===== config.mk =====
export PLATFORM = sky130hd
export DESIGN_NAME = kmp_cell
export DESIGN_NICKNAME = d
export VERILOG_FILES = /design/src/hw/rtl/kmp_pkg.sv /design/src/hw/rtl/kmp_cell.sv
export SDC_FILE = /design/constraint.sdc
export NUM_CORES = 1
export LEC_CHECK = 0
export BUFFER_PORTS_ARGS = -buffer_cell sky130_fd_sc_hd__buf_2
export CAP_MARGIN = 20
export CORE_MARGIN = 4
export CORE_UTILIZATION = 60
export CTS_BUF_LIST = sky130_fd_sc_hd__clkbuf_4
export CTS_CLUSTER_DIAMETER = 200
export DETAILED_ROUTE_END_ITERATION = 6
export HOLD_SLACK_MARGIN = 0.02
export PLACE_DENSITY = 0.89
export SLEW_MARGIN = 20
export SYNTH_ARGS = -nofsm -noshare
export SYNTH_HDL_FRONTEND = slang
export SYNTH_SLANG_ARGS = --single-unit

===== constraint.sdc =====
create_clock -name clk -period 8.1 [get_ports clk]
set_input_delay 0.81 -clock clk [delete_from_list [all_inputs] [get_ports clk]]
set_output_delay 0.81 -clock clk [all_outputs]
set_load 0.05 [all_outputs]

===== src/hw/rtl/kmp_pkg.sv =====
// ----------------------------------------------------------------------------
// kmp_pkg: shared types and constants for the k-transaction profit engine
// Widths, the minus-infinity cash sentinel, the chain link record and the
// saturating cash arithmetic used by every cell.
// ----------------------------------------------------------------------------
package kmp_pkg;

  localparam int MAX_TRANS_DEF = 16;
  localparam int CFG_W         = 5;
  localparam int PRICE_W       = 16;
  localparam int PROFIT_W      = 31;
  localparam int CASH_W        = 32;

  localparam logic [CFG_W-1:0] CFG_RESET = 5'd2;

  typedef logic signed [CASH_W-1:0]  cash_t;
  typedef logic signed [PRICE_W:0]   delta_t;

  // most negative value marks an unreachable entry
  localparam cash_t CASH_NEG_INF = 32'sh8000_0000;
  localparam cash_t CASH_MAX     = 32'sh7FFF_FFFF;
  localparam cash_t CASH_MIN     = 32'sh8000_0001;

  // what one cell hands to the next
  typedef struct packed {
    logic                valid;
    logic [PRICE_W-1:0]  price;
    logic                first_day;
    cash_t               nh_old;   // sender's not-holding value from the previous day
    logic [PROFIT_W-1:0] best;     // running maximum of included not-holding values
  } kmp_link_t;

  // sentinel is sticky; everything else clamps to +/-(2^31-1)
  function automatic cash_t cash_add_sat(cash_t a, delta_t d);
    logic signed [CASH_W:0] s;
    cash_t                  res;
    s = (CASH_W+1)'(a) + (CASH_W+1)'(d);
    if (a == CASH_NEG_INF) begin
      res = CASH_NEG_INF;
    end else if (s > (CASH_W+1)'(CASH_MAX)) begin
      res = CASH_MAX;
    end else if (s < (CASH_W+1)'(CASH_MIN)) begin
      res = CASH_MIN;
    end else begin
      res = s[CASH_W-1:0];
    end
    return res;
  endfunction

  function automatic cash_t cash_max(cash_t a, cash_t b);
    return (a > b) ? a : b;
  endfunction

endpackage


===== src/hw/rtl/kmp_cell.sv =====
// ----------------------------------------------------------------------------
// kmp_cell: one transaction-count entry of the profit chain
// Holds not-holding / holding cash for count CELL_IDX, updates it when a day
// passes by, and forwards the day plus its old not-holding value downstream.
// ----------------------------------------------------------------------------
module kmp_cell #(
  parameter int CELL_IDX = 0
) (
  input  logic                           clk,
  input  logic                           rst_n,
  input  logic                           adv,
  input  logic [kmp_pkg::CFG_W-1:0]      k,
  input  kmp_pkg::kmp_link_t             link_i,
  output kmp_pkg::kmp_link_t             link_o
);
  import kmp_pkg::*;

  cash_t               nh_r, nh_nxt;
  cash_t               h_r, h_nxt;
  logic                valid_r;
  logic [PRICE_W-1:0]  price_r;
  logic                first_r;
  cash_t               nh_old_r;
  logic [PROFIT_W-1:0] best_r, best_nxt;
  delta_t              d_pos, d_neg;
  logic                incl;

  assign d_pos = $signed({1'b0, link_i.price});
  assign d_neg = -d_pos;
  assign incl  = (k != '0) && (32'(CELL_IDX) <= 32'(k));

  always_comb begin
    if (link_i.first_day) begin
      nh_nxt = (CELL_IDX == 0) ? cash_t'(0) : CASH_NEG_INF;
      h_nxt  = (CELL_IDX == 1) ? cash_t'(d_neg) : CASH_NEG_INF;
    end else begin
      nh_nxt = cash_max(nh_r, cash_add_sat(h_r, d_pos));
      h_nxt  = cash_max(h_r, cash_add_sat(link_i.nh_old, d_neg));
    end
    best_nxt = link_i.best;
    if (incl && (nh_nxt > $signed({1'b0, link_i.best}))) begin
      best_nxt = nh_nxt[PROFIT_W-1:0];
    end
  end

  always_ff @(posedge clk) begin
    if (!rst_n) begin
      valid_r <= 1'b0;
      nh_r    <= CASH_NEG_INF;
      h_r     <= CASH_NEG_INF;
    end else if (adv) begin
      valid_r <= link_i.valid;
      if (link_i.valid) begin
        nh_r <= nh_nxt;
        h_r  <= h_nxt;
      end
    end
  end

  always_ff @(posedge clk) begin
    if (adv && link_i.valid) begin
      price_r  <= link_i.price;
      first_r  <= link_i.first_day;
      nh_old_r <= nh_r;
      best_r   <= best_nxt;
    end
  end

  assign link_o = '{valid: valid_r, price: price_r, first_day: first_r,
                    nh_old: nh_old_r, best: best_r};

endmodule


== After elaboration in Yosys (flattened, before gate mapping) ==
Cells that the tools add are included.

* Order comparisons: 7
* $add $sub $neg: 3
* Mux-type cells: 13
* Eq/ne operators: 3
* Reduce and logical (&&, ||, !) cells: 5

{| class="wikitable"
|+ Operators with widths
! cell !! number
|-
| 2-to-1 mux 32 bit || 12
|-
| > comparator 32 bit || 3
|-
| adder 32 x 17 -> 33 bit || 2
|-
| > comparator 33 x 32 -> 1 bit (second input constant) || 2
|-
| less-than comparator 33 x 32 -> 1 bit (second input constant) || 2
|-
| equality test 32 bit (second input constant) || 2
|-
| 2-to-1 mux 31 bit || 1
|-
| negator 16 -> 17 bit || 1
|-
| nonzero test 5 bit || 1
|-
| AND reduction 3 bit || 1
|-
| logical AND 1 bit || 2
|-
| inequality test 2 bit (second input constant) || 1
|-
| AND reduction 2 bit || 1
|}

* Output and inout bits: 81
* Bits in registers: 145
* Logic and storage cells: 38

== Depth between registers and ports, before layout ==
* Word-level depth: 12
* Mapped depth: 35
* Gate-level depth less buffers: 33

== Worst setup path before layout ==
OpenSTA, ideal clock, no wires.

* Path kind: input-to-reg
* From: input link_i[69] (netlist name)
* To: register h_r[29]
* Buffers on the path: 4
* Data required time: 7978 ps
* Cell stages on the path: 27
* Arrival time: 7354 ps
* Setup slack: 624 ps
* Cells stage by stage: nor4_1 > nand3_1 > or4_1 > ha_1 > nand2_1 > or3_4 > or4_4 > a21oi_2 > or3_1 > buf_6 > nand2_4 > a21oi_4 > and3_1 > buf_2 > buf_2 > nor2_1 > ha_1 > a21o_1 > a21oi_1 > o22ai_1 > o21ba_1 > o32a_1 > o31a_1 > o311ai_4 > nor4b_4 > buf_6 > a221o_1

* Cells in the longest elaborated chain, start to end: 10
* Elaborated cells on any way between the ends: 13
* Those cells by class: 2 x add/sub; 3 x order compare; 1 x eq/ne; 6 x mux; 1 x reduce/logical

{| class="wikitable"
|+ RTL lines
! item !! line !! RTL
|-
| from (decl) || kmp_cell.sv:13 || <nowiki>input kmp_pkg::kmp_link_t link_i,</nowiki>
|-
| negator 16 -> 17 bit (*) || kmp_cell.sv:29 || <nowiki>assign d_neg = -d_pos;</nowiki>
|-
| adder 32 x 17 -> 33 bit (*) || kmp_pkg.sv:37 || <nowiki>s = (CASH_W+1)'(a) + (CASH_W+1)'(d);</nowiki>
|-
| less-than comparator 33 x 32 -> 1 bit || kmp_pkg.sv:42 || <nowiki>end else if (s < (CASH_W+1)'(CASH_MIN)) begin</nowiki>
|-
| 2-to-1 mux 32 bit || kmp_pkg.sv:42 ||
|-
| 2-to-1 mux 32 bit (*) || kmp_pkg.sv:40 || <nowiki>end else if (s > (CASH_W+1)'(CASH_MAX)) begin</nowiki>
|-
| 2-to-1 mux 32 bit (*) || kmp_pkg.sv:38 || <nowiki>if (a == CASH_NEG_INF) begin</nowiki>
|-
| 2-to-1 mux 32 bit (*) || kmp_cell.sv:33 || <nowiki>if (link_i.first_day) begin</nowiki>
|-
| > comparator 32 bit || kmp_pkg.sv:51 || <nowiki>return (a > b) ? a : b;</nowiki>
|-
| inequality test 2 bit (no source line) || n/a ||
|-
| AND reduction 3 bit (no source line) || n/a ||
|-
| to (signal assigned) || kmp_cell.sv:55 || <nowiki>h_r <= h_nxt;</nowiki>
|-
| to (decl) || kmp_cell.sv:19 || <nowiki>cash_t h_r, h_nxt;</nowiki>
|}

Mark *: on every way between the ends. The rest lies on a longest branch, timed or not. The select of a mux whose other input is x is not followed.
A chain may end at the register's enable or synchronous reset.

== Worst setup path in the final report ==
* From: register h_r[9]
* To: register best_r[25] (data pin)

* Cells in the longest elaborated chain, start to end: 12
* Elaborated cells on any way between the ends: 14
* Those cells by class: 1 x add/sub; 4 x order compare; 1 x eq/ne; 7 x mux; 1 x reduce/logical

{| class="wikitable"
|+ RTL lines
! item !! line !! RTL
|-
| adder 32 x 17 -> 33 bit || kmp_pkg.sv:37 ||
|-
| less-than comparator 33 x 32 -> 1 bit || kmp_pkg.sv:42 ||
|-
| 2-to-1 mux 32 bit || kmp_pkg.sv:42 ||
|-
| 2-to-1 mux 32 bit || kmp_pkg.sv:40 ||
|-
| 2-to-1 mux 32 bit (*) || kmp_pkg.sv:38 ||
|-
| 2-to-1 mux 32 bit (*) || kmp_cell.sv:33 ||
|-
| > comparator 32 bit || kmp_pkg.sv:51 ||
|-
| 2-to-1 mux 32 bit (*) || kmp_pkg.sv:51 ||
|-
| 2-to-1 mux 32 bit (*) || kmp_cell.sv:33 ||
|-
| named net nh_nxt[24] || kmp_cell.sv:18 || <nowiki>cash_t nh_r, nh_nxt;</nowiki>
|-
| > comparator 32 bit (*) || kmp_cell.sv:41 || <nowiki>if (incl && (nh_nxt > $signed({1'b0, link_i.best}))) begin</nowiki>
|-
| logical AND 1 bit (*) || kmp_cell.sv:41 ||
|-
| 2-to-1 mux 31 bit (*) || kmp_cell.sv:41 ||
|-
| named net best_nxt[25] || kmp_cell.sv:24 || <nowiki>logic [PROFIT_W-1:0] best_r, best_nxt;</nowiki>
|-
| to (signal assigned) || kmp_cell.sv:65 || <nowiki>best_r <= best_nxt;</nowiki>
|-
| to (decl) || kmp_cell.sv:24 ||
|}

Mark *: on every way through the listed nets, which the timed path passes. The rest lies on a longest branch. The select of a mux whose other input is x is not followed.

==> summary.txt <==
CTS
  • Latest clock arrival within the worst-skew pair: 0.57 ns
  • CTS clock-pin slew for the worst setup and hold paths: 0.13 ns
  • Clock sinks: 145
  • Hold_buf cts: 0
  • H-tree Lvls: 4
  • Longest Clk Path Bufs: 2
  • CTS tree: done
  • Root buffer cell: clkbuf_4
  • Total CTS buffers: 17

Critical path
  • CP Class: reg -> reg
  • Crit path arrival time: 7.97 ns
  • Worst path required time: 8.44 ns
  • Register-to-Register Setup Slack: 0.47 ns
  • R2R Path Start: h_r[9]
  • CP max stage delay: 0.57 ns
  • Element type at the critical path end: register
  • Max FO, Critical Path: 31
  • CP max stage cell: or4_4
  • Most used cell, CP: a21oi_1
  • Crit path from: h_r[9]
  • Startpoint Class: register

Logic synthesis
  • Syn Nets: 1729
  • Top-count cell post-synth: ha_1
  • Share of the synthesized area in the top cell type: 18.84%
  • Synth Flop Type: edfxtp_1
  • Post-synth EDFFs: 80
  • Yosys cell types: 95
  • Cell taking the most area after synthesis: edfxtp_1
  • Yosys warns: 0
  • Post-synth ARST share: 0%
  • Syn Inst Count: 1494
  • Post-Syn Area: 12750 um^2
  • Seq/Total Area, Yosys: 29.05%
  • Synthesized area per cell: 8.534 um^2
  • Largest cells by area after synthesis: edfxtp_1 19%, ha_1 14%, dfxtp_1 10%, a21oi_1 4.7%, nand2_1 3.8%
  • Synth Register Bits: 145
  • Post-synth top cells: 144 x ha_1, 129 x nand2_1, 124 x nor2_1, 121 x a21oi_1, 80 x edfxtp_1

Power and ir drop
  • Combinational power share: 47.3%
  • Peak VDD IR: 0.00007780 V
  • Reg power frac: 34.1%
  • Int Power: 1.480 mW
  • P per Cell Area: 177.4 nW/um^2
  • Net Sw Frac: 42.05%
  • Static Leak: 6.328 nW
  • Switching power total: 1.074 mW
  • Clk pwr share: 18.6%

Die
  • Core ar.: 20960 um^2
  • Chip Height: 153.8 um
  • I/O pin cnt: 170
  • Chip Width: 153.8 um
  • Die ar.: 23650 um^2
  • Rows: 53
  • Initial core utilization: 60.84%

STA
  • Slew @ Worst Pin: 0.7299 ns
  • Worst slew margin: 50.90%
  • RSZ-0062 raised after global routing: false
  • Final min period: 7.629 ns
  • Skew final: 0.02509 ns
  • Max frequency: 0.1311 GHz
  • Period utilization: 94.19%
  • Fin. max-slew vios: 0
  • Setup TNS: 0 ns
  • Count of final setup violators: 0
  • Final hold vios: 0

GRT
  • Largest net degree at the start of global routing: 56
  • Initial antenna violation count: 1
  • Vias in the first global route: 12114
  • All-Layer GR Usage: 31.16%
  • First-pass GRT wire length: 60.92 mm
  • Congestion Overflow GR: 0

Placed design
  • DP Wirelength: 30.24 mm
  • IO buf count: 169
  • Final GP Congestion: 0.9719

Finish
  • Synth-to-Final Area Change: 12.89%
  • Final nets: 1899
  • Fraction of layout cells with a size suffix above 1: 20.27%
  • Fillers: 1712
  • Core Util, Final: 68.68%

Drt
  • Final WL: 37.86 mm
  • Initial detailed-routing violation count: 1045
  • TritonRoute pass-1 iters: 7
  • Vias: 12564
  • Drt wl/cell: 19.39 um
  • DR vias/cell: 6.433
  • # DRC: 0
  • Antenna viol nets, final: 0

Min path
  • Hold Crit Start: link_i[68]
  • Worst min path class: in -> reg

Status
  • Outcome: finished clean

Job
  • Max-cap violation count: 0
-- final timing paths --
| check | endpoint | depth (start not counted) |
|---|---|---|
| worst max register to register | best_r[25] | 30 |
| worst max-delay path | best_r[25] | 30 |
| worst min-delay path | price_r[4] | 1 |
| worst min register to register | valid_r | 2 |
-- critical path: cells and delay by family, from the launching register on --
| kind | cells | cell delay, ns |
|---|---|---|
| buf+inv | 2 | 0.46 |
| fa+ha+maj | 3 | 0.91 |
| flops | 1 | 0.50 |
| simple gates | 7 | 1.78 |
| mux | 2 | 0.58 |
| compound gates | 15 | 2.92 |
| xor+xnor | 1 | 0.21 |
-- logic make-up (layout without fill, tap and decap cells) --
group                    count (synthesis)  after routing  synth area share, %
adder cells (fa/ha/maj)                152            152                14.92
AND/OR/NAND/NOR                        548            548                21.82
XOR/XNOR                                66             66                4.534
flip-flops                             145            145                29.05
multiplexers                            39             39                3.366
buffers and inverters                  137            320                4.652
other                                    0              1                    0
AO/OA/AOI/OAI                          407            407                21.67
-- layout make-up --
class	count	area (um^2)	area share [%]
Inverter	62	234.0	1.626
Tap cell	275	344.1	2.391
Timing Repair Buffer	226	1336	9.284
Antenna cell	1	2.502	0.01739
Multi-Input combinational cell	1212	8488	58.98
Clock buffer	17	127.6	0.8867
Sequential cell	145	3704	25.73
Clock inverter	15	156.4	1.087
-- power by group through the flow --
stage	Combinational (mW)	Clock [mW]	Sequential (mW)
after global placement	1.13	0	0.883
final	1.21	0.475	0.870
after global routing	1.32	0.508	0.874
after detailed placement	1.16	0	0.885
after floorplan	0.731	0	0.944
after CTS	1.16	0.477	0.868
-- routing by layer --
layer / share of wire (%) / global-route usage (%) / wire (um) / up-vias
met5: 0 / 0 / 0 / -
met4: 4.3 / 14.00 / 1633 / 0
met3: 7.7 / 4.447 / 2933 / 136
met2: 49 / 55.25 / 18730 / 643
met1: 38 / 37.46 / 14570 / 5840
li1: - / - / - / 5945
-- metrics by stage --
stage          cell area, um^2  cells  worst slack (ns)  hold slack, ns  total power [mW]
2_1_floorplan            12750   1494            0.6238          0.4522             1.675
3_3_place_gp             14050   1918          -0.01448          0.4666             2.012
3_5_place_dp             14050   1918           -0.2532          0.4815             2.043
4_1_cts                  14330   1950            0.3384          0.4536             2.510
5_1_grt                  14390   1953           0.01752          0.4596             2.700
6_report                 14390   1953            0.4710          0.4785             2.554
-- state kept, by name (all words and copies together), names as in the netlist --
register,flops
h_r,32
first_r,1
nh_old_r,32
valid_r,1
nh_r,32
price_r,16
best_r,31
-- repair_timing --
item	in CTS	in global routing
setup endpoints to repair	0	31
resized for setup	0	6
buffers inserted	0	2
-- layout by cell type (no fill, tap or decap), drive strengths merged, types with 7 or more instances in the layout --
| cell type | Yosys | layout |
|---|---|---|
| xor2 | 30 | 30 |
| nand4 | 43 | 43 |
| nor4 | 34 | 34 |
| a22o | 9 | 9 |
| a31oi | 9 | 9 |
| or4 | 9 | 9 |
| ha | 144 | 144 |
| xnor2 | 36 | 36 |
| o21ai | 75 | 75 |
| o21a | 10 | 10 |
| a21oi | 128 | 128 |
| a31o | 7 | 7 |
| nand3 | 59 | 59 |
| a211oi | 25 | 25 |
| nand2b | 17 | 17 |
| a21o | 37 | 37 |
| dfxtp | 65 | 65 |
| and3 | 13 | 13 |
| and2 | 20 | 20 |
| nor3 | 38 | 38 |
| or2 | 13 | 13 |
| mux2 | 31 | 31 |
| inv | 62 | 66 |
| nor3b | 7 | 7 |
| edfxtp | 80 | 80 |
| mux2i | 8 | 8 |
| buf | 43 | 226 |
| or3 | 11 | 11 |
| nand2 | 130 | 130 |
| nor2b | 17 | 17 |
| nor2 | 125 | 125 |
| clkbuf | 32 | 17 |
| o211ai | 17 | 17 |
| o31ai | 15 | 15 |
| clkinv | 0 | 7 |
Note: power is estimated with default switching activity, not from simulation.
